File: src/rtl/core/ntt_pkg.sv
package ntt_pkg;

    localparam int CFG_INDEX_W = 2;
    localparam int CFG_DATA_W  = 56;
    localparam int BYTE_ADDR_W = 19;
    localparam int SIZE_W      = 11;

    localparam logic [CFG_INDEX_W-1:0] REG_MEMORY_SIZE  = 2'd0;
    localparam logic [CFG_INDEX_W-1:0] REG_ID_LENGTH    = 2'd1;
    localparam logic [CFG_INDEX_W-1:0] REG_SUPPLIED_UID = 2'd2;
    localparam logic [CFG_INDEX_W-1:0] REG_READ_ONLY    = 2'd3;

    localparam logic [SIZE_W-1:0] MEMORY_SIZE_RESET = 11'd1024;

    localparam logic [1:0] CMD_FRAME = 2'd0;
    localparam logic [1:0] CMD_INIT  = 2'd1;
    localparam logic [1:0] CMD_LOAD  = 2'd2;

    localparam logic [7:0] OP_READ   = 8'h30;
    localparam logic [7:0] OP_WRITE  = 8'hA2;
    localparam logic [7:0] OP_SECSEL = 8'hC2;
    localparam logic [7:0] OP_HALT   = 8'h50;
    localparam logic [7:0] REPLY_ACK = 8'h0A;
    localparam logic [7:0] REPLY_NAK = 8'h00;

    localparam logic [7:0] CASCADE_TAG   = 8'h88;
    localparam logic [7:0] CC_MAGIC      = 8'hE1;
    localparam logic [7:0] CC_VERSION    = 8'h10;
    localparam logic [7:0] CC_NO_WRITE   = 8'h0F;
    localparam logic [7:0] CC_OPEN       = 8'h00;
    localparam logic [7:0] TLV_NDEF      = 8'h03;
    localparam logic [7:0] TLV_TERM      = 8'hFE;
    localparam logic [3:0] UID_LEN_FULL  = 4'd7;
    localparam logic [3:0] UID_LEN_DFLT  = 4'd0;
    localparam logic [55:0] DEFAULT_UID  = 56'h04_11_22_33_44_55_66;
    localparam logic [SIZE_W-1:0] MIN_SIZE = 11'd20;
    localparam logic [SIZE_W-1:0] HEADER_BYTES = 11'd16;

    typedef struct packed {
        logic [7:0]  reply_room;
        logic [31:0] payload_word;
        logic [7:0]  second_byte;
        logic [7:0]  first_byte;
        logic [5:0]  frame_length;
    } in_item_t;

    typedef struct packed {
        logic        init_ok;
        logic [9:0]  changed_address;
        logic        memory_changed;
        logic [2:0]  reply_bytes;
        logic [31:0] reply_data;
    } out_item_t;

    typedef enum logic [1:0] {
        ACT_NONE,
        ACT_REPLY,
        ACT_READ,
        ACT_INIT
    } act_t;

    typedef enum logic [1:0] {
        OUT_DEC,
        OUT_READ,
        OUT_INIT
    } out_sel_t;

    typedef struct packed {
        logic     capture;
        logic     commit;
        logic     clr_wr;
        logic     init_wr;
        logic     rd_issue;
        logic     step_clr;
        logic     step_inc;
        logic     out_load;
        out_sel_t out_sel;
    } ctrl_cmd_t;

    typedef struct packed {
        act_t act;
        logic clr_done;
        logic step_rd_last;
        logic step_init_last;
        logic out_free;
    } ctrl_sts_t;

endpackage

File: src/rtl/core/ntt_ctrl.sv
module ntt_ctrl
    import ntt_pkg::*;
(
    input  logic      aclk,
    input  logic      aresetn,
    input  logic      s_tvalid,
    output logic      s_tready,
    input  ctrl_sts_t sts,
    output ctrl_cmd_t cmd
);

    typedef enum logic [2:0] {
        ST_CLEAR,
        ST_IDLE,
        ST_DECODE,
        ST_RD_REQ,
        ST_RD_OUT,
        ST_INIT_WR,
        ST_INIT_OUT
    } state_t;

    state_t state_reg;
    state_t state_next;

    always_comb begin
        state_next = state_reg;
        cmd        = '0;
        cmd.out_sel = OUT_DEC;
        case (state_reg)
            ST_CLEAR: begin
                cmd.clr_wr = 1'b1;
                if (sts.clr_done) begin
                    state_next = ST_IDLE;
                end
            end
            ST_IDLE: begin
                cmd.capture = s_tvalid;
                if (s_tvalid) begin
                    state_next = ST_DECODE;
                end
            end
            ST_DECODE: begin
                case (sts.act)
                    ACT_NONE: begin
                        cmd.commit = 1'b1;
                        state_next = ST_IDLE;
                    end
                    ACT_REPLY: begin
                        if (sts.out_free) begin
                            cmd.commit   = 1'b1;
                            cmd.out_load = 1'b1;
                            state_next   = ST_IDLE;
                        end
                    end
                    ACT_READ: begin
                        cmd.commit   = 1'b1;
                        cmd.step_clr = 1'b1;
                        state_next   = ST_RD_REQ;
                    end
                    ACT_INIT: begin
                        cmd.commit   = 1'b1;
                        cmd.step_clr = 1'b1;
                        state_next   = ST_INIT_WR;
                    end
                    default: begin
                        state_next = ST_IDLE;
                    end
                endcase
            end
            ST_RD_REQ: begin
                cmd.rd_issue = 1'b1;
                state_next   = ST_RD_OUT;
            end
            ST_RD_OUT: begin
                cmd.out_sel = OUT_READ;
                if (sts.out_free) begin
                    cmd.out_load = 1'b1;
                    cmd.step_inc = 1'b1;
                    state_next   = sts.step_rd_last ? ST_IDLE : ST_RD_REQ;
                end
            end
            ST_INIT_WR: begin
                cmd.init_wr  = 1'b1;
                cmd.step_inc = 1'b1;
                if (sts.step_init_last) begin
                    state_next = ST_INIT_OUT;
                end
            end
            ST_INIT_OUT: begin
                cmd.out_sel = OUT_INIT;
                if (sts.out_free) begin
                    cmd.out_load = 1'b1;
                    state_next   = ST_IDLE;
                end
            end
            default: begin
                state_next = ST_IDLE;
            end
        endcase
    end

    always_ff @(posedge aclk) begin
        if (!aresetn) begin
            state_reg <= ST_CLEAR;
        end else begin
            state_reg <= state_next;
        end
    end

    assign s_tready = (state_reg == ST_IDLE);

    a_no_result_overwrite: assert property (@(posedge aclk) disable iff (!aresetn)
        cmd.out_load |-> sts.out_free)
        else $error("result register loaded while a result is still waiting");

    a_one_mem_user: assert property (@(posedge aclk) disable iff (!aresetn)
        $onehot0({cmd.clr_wr, cmd.init_wr, cmd.commit, cmd.rd_issue}))
        else $error("memory port claimed by more than one operation");

    a_read_step_range: assert property (@(posedge aclk) disable iff (!aresetn)
        (state_reg == ST_RD_REQ || state_reg == ST_RD_OUT) |-> !sts.step_init_last)
        else $error("read burst stepped past its fourth word");

    a_clear_before_accept: assert property (@(posedge aclk) disable iff (!aresetn)
        $past(!aresetn) |-> !s_tready)
        else $error("input accepted before the memory clear finished");

endmodule

File: config.mk
export PLATFORM = sky130hd
export DESIGN_NAME = ntt_ctrl
export DESIGN_NICKNAME = d
export VERILOG_FILES = /design/src/rtl/core/ntt_pkg.sv /design/src/rtl/core/ntt_ctrl.sv
export SDC_FILE = /design/constraint.sdc
export NUM_CORES = 1
export LEC_CHECK = 0
export ABC_AREA = 0
export BUFFER_PORTS_ARGS = -buffer_cell sky130_fd_sc_hd__buf_4
export CAP_MARGIN = 10
export CORE_AREA = 5 5 42 44
export DETAILED_ROUTE_END_ITERATION = 6
export DIE_AREA = 0 0 47 49
export GPL_TIMING_DRIVEN = 0
export PLACE_DENSITY = 0.56
export SLEW_MARGIN = 20
export SYNTH_ARGS = -nofsm -noshare
export SYNTH_HDL_FRONTEND = slang
export SYNTH_SLANG_ARGS = --single-unit
File: constraint.sdc
create_clock -name aclk -period 1.1 [get_ports aclk]
set_input_delay 0.055 -clock aclk [delete_from_list [all_inputs] [get_ports aclk]]
set_output_delay 0.055 -clock aclk [all_outputs]
set_load 0.1 [all_outputs]
==> results of run 1 <==
[layout make-up]
| type | count | share of cell area (%) |
|---|---|---|
| multi-input combinational | 41 | 41.8 |
| tap | 16 | 2.03 |
| buffer | 3 | 5.58 |
| sequential | 3 | 7.22 |
| timing repair buffer | 27 | 38.0 |
| inverter | 4 | 2.66 |
| clock buffer | 4 | 2.66 |
[Yosys cell counts]
| library cell | number | share of area [%] |
|---|---|---|
| nand2_1 | 7 | 7.8 |
| nor2_1 | 7 | 7.8 |
| nor3_1 | 4 | 5.9 |
| a21oi_1 | 3 | 4.4 |
| dfxtp_1 | 3 | 18 |
| inv_1 | 3 | 3.3 |
| nor3b_1 | 3 | 6.7 |
| a31oi_1 | 2 | 3.7 |
| buf_2 | 2 | 3.0 |
| a211o_1 | 1 | 2.6 |
| a211oi_1 | 1 | 2.2 |
| a21boi_0 | 1 | 2.2 |
| a32o_1 | 1 | 3.0 |
| and3_1 | 1 | 1.9 |
| buf_4 | 1 | 2.2 |
| inv_2 | 1 | 1.1 |
| mux2i_1 | 1 | 3.0 |
| nand2b_1 | 1 | 1.9 |
| nand2b_4 | 1 | 4.1 |
| nor2b_1 | 1 | 1.9 |
| nor4_2 | 1 | 3.7 |
| o211a_1 | 1 | 3.0 |
| o21a_1 | 1 | 2.2 |
| o21ai_0 | 1 | 1.5 |
| o21ai_1 | 1 | 1.5 |
| o22ai_1 | 1 | 1.9 |
[per-layer routing]
metal	track usage, %	routed length [µm]	up-vias	share of wire, %
met4	6.91	19	0	1.3
met2	22.4	774	12	55
li1	-	-	247	-
met1	16.2	553	245	39
met5	0	0	-	0
met3	1.11	62	2	4.4
[what timing repair did]
action	4_1_cts	5_1_grt
buffers inserted	2	5
endpoints found under the setup margin	14	14
gates cloned	1	0
resized for setup	50	9
pin swaps	6	5
[kinds of logic (layout without fill, tap and decap cells)]
group                  count (synthesis)  count (layout)  share of synthesized area [%]
muxes                                  1               1                           2.96
DFF                                    3               3                           17.8
buffers and inverters                  7              38                           9.63
AOI/OAI and AO/OA                     14              14                           28.1
and+or+nand+nor                       26              26                           41.5
[path summary, 6_finish.rpt]
kind	startpoint	slack, ns	end	cells after the start
setup / recovery	state_reg[1]$_SDFFE_PN0P_	-0.22	cmd[2]	4
hold / removal	aresetn	0.05	state_reg[2]$_SDFFE_PN0P_	2
setup reg to reg	state_reg[1]$_SDFFE_PN0P_	-0.14	state_reg[2]$_SDFFE_PN0P_	4
hold reg to reg	state_reg[0]$_SDFFE_PN0P_	0.75	state_reg[0]$_SDFFE_PN0P_	4
[power breakdown]
| part | switching [mW] | leakage [nW] | internal, mW |
|---|---|---|---|
| Clock | 0.0583 | 0.0150 | 0.136 |
| Sequential | 0.0117 | 0.0266 | 0.110 |
| Combinational | 0.207 | 0.342 | 0.147 |
[per-stage QoR]
stage	cell area [µm²]	setup WS (ns)
after floorplan	477	-0.342
after global placement	639	-0.151
after detailed placement	639	-0.155
after CTS	903	-0.208
after global routing	987	-0.284
final	987	-0.219
[worst max-delay path, delay by kind of cell (launching register included)]
kind                   cells  cell delay [ns]
AOI/OAI and AO/OA          1             0.06
buffers and inverters      2             0.33
DFF                        1             0.40
and+or+nand+nor            1             0.24
==> results.md, run 1 <==
- Status: finished with violations
- Failing checks: setup timing
- Final Critical Period: 1.32 ns
- Die width: 47 µm
- First-pass GRT wire length: 2.24 mm
- Layout fillers: 105
- Worst-case clock buffer depth: 2
- Clock tree from TritonCTS: yes
- Worst Setup End Kind: output pin
- Initial antenna violation count: 0
- Worst Path Class, Setup: reg -> out
- Ys Warns: 0
- Syn Inst Count: 51
- Post-route clock period utilization: 120%
- Slew @ Worst Pin: 0.489 ns
- Die height: 49 µm
- Arrival time at the worst endpoint: 1.26 ns
- HPWL after DPL: 926 µm
- Yosys cell types: 26
- Max reg flops: 3
- DR iter-0 viols: 9
- Commonest non-fill, non-tap cell in the layout: buf_12
- Total gr overflow: 0
- IO Port Bufs: 19
- Setup crit start kind: flop
- Max Cap Viol: 0
- Placed insts: 86
- Vias per cell: 5.16
- Maximum net fanout on the critical path: 7
- RSZ-0062 raised after global routing: yes
- PD cells: 679 nW/µm²
- Sink Count: 3
- Non-Filler Instances: 98
- Most frequent cells in the layout: buf_12, buf_4, nand2_1
- Layout overhead on the synthesized area: 192%
- Final wirelength: 1.41 mm
- Placer Congestion: 0.665
- Fin Setup TNS: -2.25 ns
- Pin count of the biggest net entering global routing: 10
- Setup ws final: -0.219 ns
- FF/Latch Area: 71.3 µm²
- CTS clk-pin slew, worst paths: 0.04 ns
- Row cnt: 14
- CTS root buf: clkbuf_4
- Slew Limit Fails: 0
- Post-route ant nets: 0
- GRT Total Usage: 13.4%
- Top Ports: 20
- Static Leak: 0.383 nW
- Synthesized area: 338 µm²
- Vias in the first global route: 512
- DRT Pass-1 Iters: 4
- H-tree Lvls: 1
- Register area share after synthesis: 17.8%
- Worst hold-check path type: in -> reg
- CP required: 1.04 ns
- Via count: 506
- Endpoints failing hold: 0
- Hold-fix buffers, CTS: 0
- Routed WL per cell: 14.4 µm
- DRC: 0
- Post-layout net count: 92
- Seq cells post-synth: 3
- Final core occ: 70.4%
- Post-synthesis average cell area: 6.62 µm²
- Minimum hold slack: 0.0542 ns
- Num CTS Buffers: 3
- CP peak stage delay: 0.40 ns
- Final Skew: 0.00319 ns
- Initial Utilization: 24.1%
- Syn Nets: 60
- Final setup vio count: 14
- Crit path max-delay cell type: dfxtp_4
- Crit-path cells: buf_8 -> a21oi_4 -> nor3_4 -> buf_12
- Die area: 2300 µm²
- N_diodes: 0
- Clock latency on the worst-skew pair: 0.24 ns
- Area occupied by multi-input gates: 413 µm²
- Share of cells above drive strength 1: 74.4%
- Fmax: 0.758 GHz
- VDD IR max: 0.598 mV
- Core Area: 1400 µm²
- Relative slew slack: 67.3%
- Total power: 0.670 mW
(Power assumes the default switching activity.)
==> inputs of run 2 (changes only) <==
--- a/config.mk
+++ b/config.mk
@@ -7,10 +7,9 @@
 export LEC_CHECK = 0
 export ABC_AREA = 0
 export BUFFER_PORTS_ARGS = -buffer_cell sky130_fd_sc_hd__buf_4
-export CAP_MARGIN = 10
-export CORE_AREA = 5 5 42 44
+export CORE_MARGIN = 5
+export CORE_UTILIZATION = 25
 export DETAILED_ROUTE_END_ITERATION = 6
-export DIE_AREA = 0 0 47 49
 export GPL_TIMING_DRIVEN = 0
 export PLACE_DENSITY = 0.56
 export SLEW_MARGIN = 20
==> run 2 against run 1 <==
  * Cell area is 2.2% lower
  * Routed wire length about the same
  * Clock power shrank 5%
  * Via count shrank 4.0%
  * Largest cell class unchanged
  * Largest power group unchanged
  * Worst setup slack improved by 0.028 ns
  * Critical path depth unchanged
  * Maximum frequency up 2.1%
  * The run still ends with setup timing left
==> results.md, run 2 (synthesized netlist as in run 1, its figures left out) <==
- Slew @ Worst Pin: 0.506 ns
- Worst Setup End Kind: output pin
- GRT busiest layer: met2
- VDD IR max: 0.658 mV
- Hold-fix buffers, CTS: 0
- Max Cap Viol: 0
- Minimum hold slack: 0.0541 ns
- Total power: 0.660 mW
- Global Route met3 Usage: 1.53%
- Layout overhead on the synthesized area: 186%
- Most frequent cells in the layout: buf_4, buf_12, nand2_1
- Vias per cell: 5.01
- Placer Congestion: 0.686
- Beginning of the critical path: state_reg[0]$_SDFFE_PN0P_
- Reg-to-Reg Start: state_reg[0]$_SDFFE_PN0P_
- Worst R2R Path Depth: 5
- Failing checks: setup timing
- Layout fillers: 95
- Worst hold-check path type: in -> reg
- GRT Total Usage: 14.4%
- IO Port Bufs: 19
- Most used cell, CP: buf_12
- Pin count of the biggest net entering global routing: 11
- Initial antenna violation count: 0
- Setup ws final: -0.191 ns
- Clock latency on the worst-skew pair: 0.23 ns
- Post-layout net count: 92
- CTS root buf: clkbuf_4
- Share of cells above drive strength 1: 72.0%
- Final wirelength: 1.41 mm
- Arrival time at the worst endpoint: 1.24 ns
- Clock tree from TritonCTS: yes
- Initial Utilization: 26.3%
- CTS clk-pin slew, worst paths: 0.04 ns
- FF/Latch Area: 71.3 µm²
- Static Leak: 0.379 nW
- Post-route clock period utilization: 117%
- Non-Filler Instances: 97
- N_diodes: 0
- Final core occ: 75.2%
- Final Skew: 0.00346 ns
- Commonest non-fill, non-tap cell in the layout: buf_4
- Final Critical Period: 1.29 ns
- Die area: 2190 µm²
- Die height: 46.8 µm
- Clock network fraction of total power: 28.0%
- PD cells: 683 nW/µm²
- Worst-case clock buffer depth: 2
- DRT Pass-1 Iters: 2
- Endpoints failing hold: 0
- Core Area: 1280 µm²
- CP top delay family: buffers and inverters
- Num CTS Buffers: 3
- Worst R2R Setup Slack: -0.14 ns
- First-pass GRT wire length: 2.25 mm
- Dpl ws: -0.150 ns
- Setup crit start kind: flop
- Flop pwr share: 18.4%
- Worst reg2reg path endpoint: state_reg[1]$_SDFFE_PN0P_
- HPWL after DPL: 911 µm
- Worst Path Class, Setup: reg -> out
- Crit path max-delay cell type: dfxtp_4
- M2 GR Usage: 27.9%
- Vias in the first global route: 526
- Maximum net fanout on the critical path: 7
- Internal power: 0.395 mW
- Crit-path cells: buf_12 -> inv_8 -> nor3b_4 -> buf_12
- Final Cell Area: 966 µm²
- Area occupied by multi-input gates: 399 µm²
- Fmax: 0.775 GHz
- Fin Setup TNS: -1.86 ns
- Max reg flops: 3
- Status: finished with violations
- Top Ports: 20
- Psw: 0.265 mW
- CP required: 1.04 ns
- Met1 Usage GRT: 15.8%
- Switching Share: 40.2%
- Relative slew slack: 66.2%
- Post-route ant nets: 0
- Final setup vio count: 14
- Post-Place Cell Area: 638 µm²
- Die width: 46.8 µm
- Row cnt: 13
- Placed insts: 85
- Hold path cells: 2
- Hold Startpoint: aresetn
- DR iter-0 viols: 5
- Routed WL per cell: 14.5 µm
- Worst path buffer plus inverter count: 3
- WHS Endpoint: state_reg[2]$_SDFFE_PN0P_
- Sink Count: 3
- Slew Limit Fails: 0
- DRC: 0
- RSZ-0062 raised after global routing: yes
- Via count: 486
- H-tree Lvls: 1
- Total gr overflow: 0
- CP peak stage delay: 0.38 ns
- Combinational power share: 53.6%
[run 2: worst max-delay path by stage]
stage / cells past startpoint / slack [ns] / to
after floorplan: 3 / -0.34 / cmd[5]
after global placement: 5 / -0.13 / state_reg[2]$_SDFFE_PN0P_
after detailed placement: 5 / -0.15 / state_reg[1]$_SDFFE_PN0P_
after CTS: 3 / -0.20 / cmd[9]
after global routing: 4 / -0.23 / cmd[5]
final: 4 / -0.19 / cmd[5]
[run 2: repair_timing]
action	4_1_cts	5_1_grt
resized for setup	44	10
pin swaps	5	4
endpoints found under the setup margin	14	14
gates cloned	1	0
setup buffers	4	3
[run 2: cell type report]
type                            instances  share of cell area (%)
Buffer                                  3                    5.70
Clock buffer                            4                    2.72
Inverter                                4                    2.72
Multi-Input combinational cell         41                    41.3
Sequential cell                         3                    7.38
Tap cell                               15                    1.94
Timing Repair Buffer                   27                    38.2
[run 2: power groups by stage]
stage	Sequential, mW	Clock (mW)	Combinational, mW
after detailed placement	0.123	0	0.259
after global placement	0.123	0	0.260
final	0.122	0.185	0.354
after global routing	0.122	0.198	0.369
after floorplan	0.120	0	0.198
after CTS	0.123	0.193	0.327
[run 2: routing by layer]
metal / vias to the layer above / wire (µm) / part of all wire [%]
met5: - / 0 / 0
met4: 0 / 0 / 0
met3: 0 / 58 / 4.1
met2: 10 / 815 / 58
met1: 231 / 534 / 38
li1: 245 / - / -
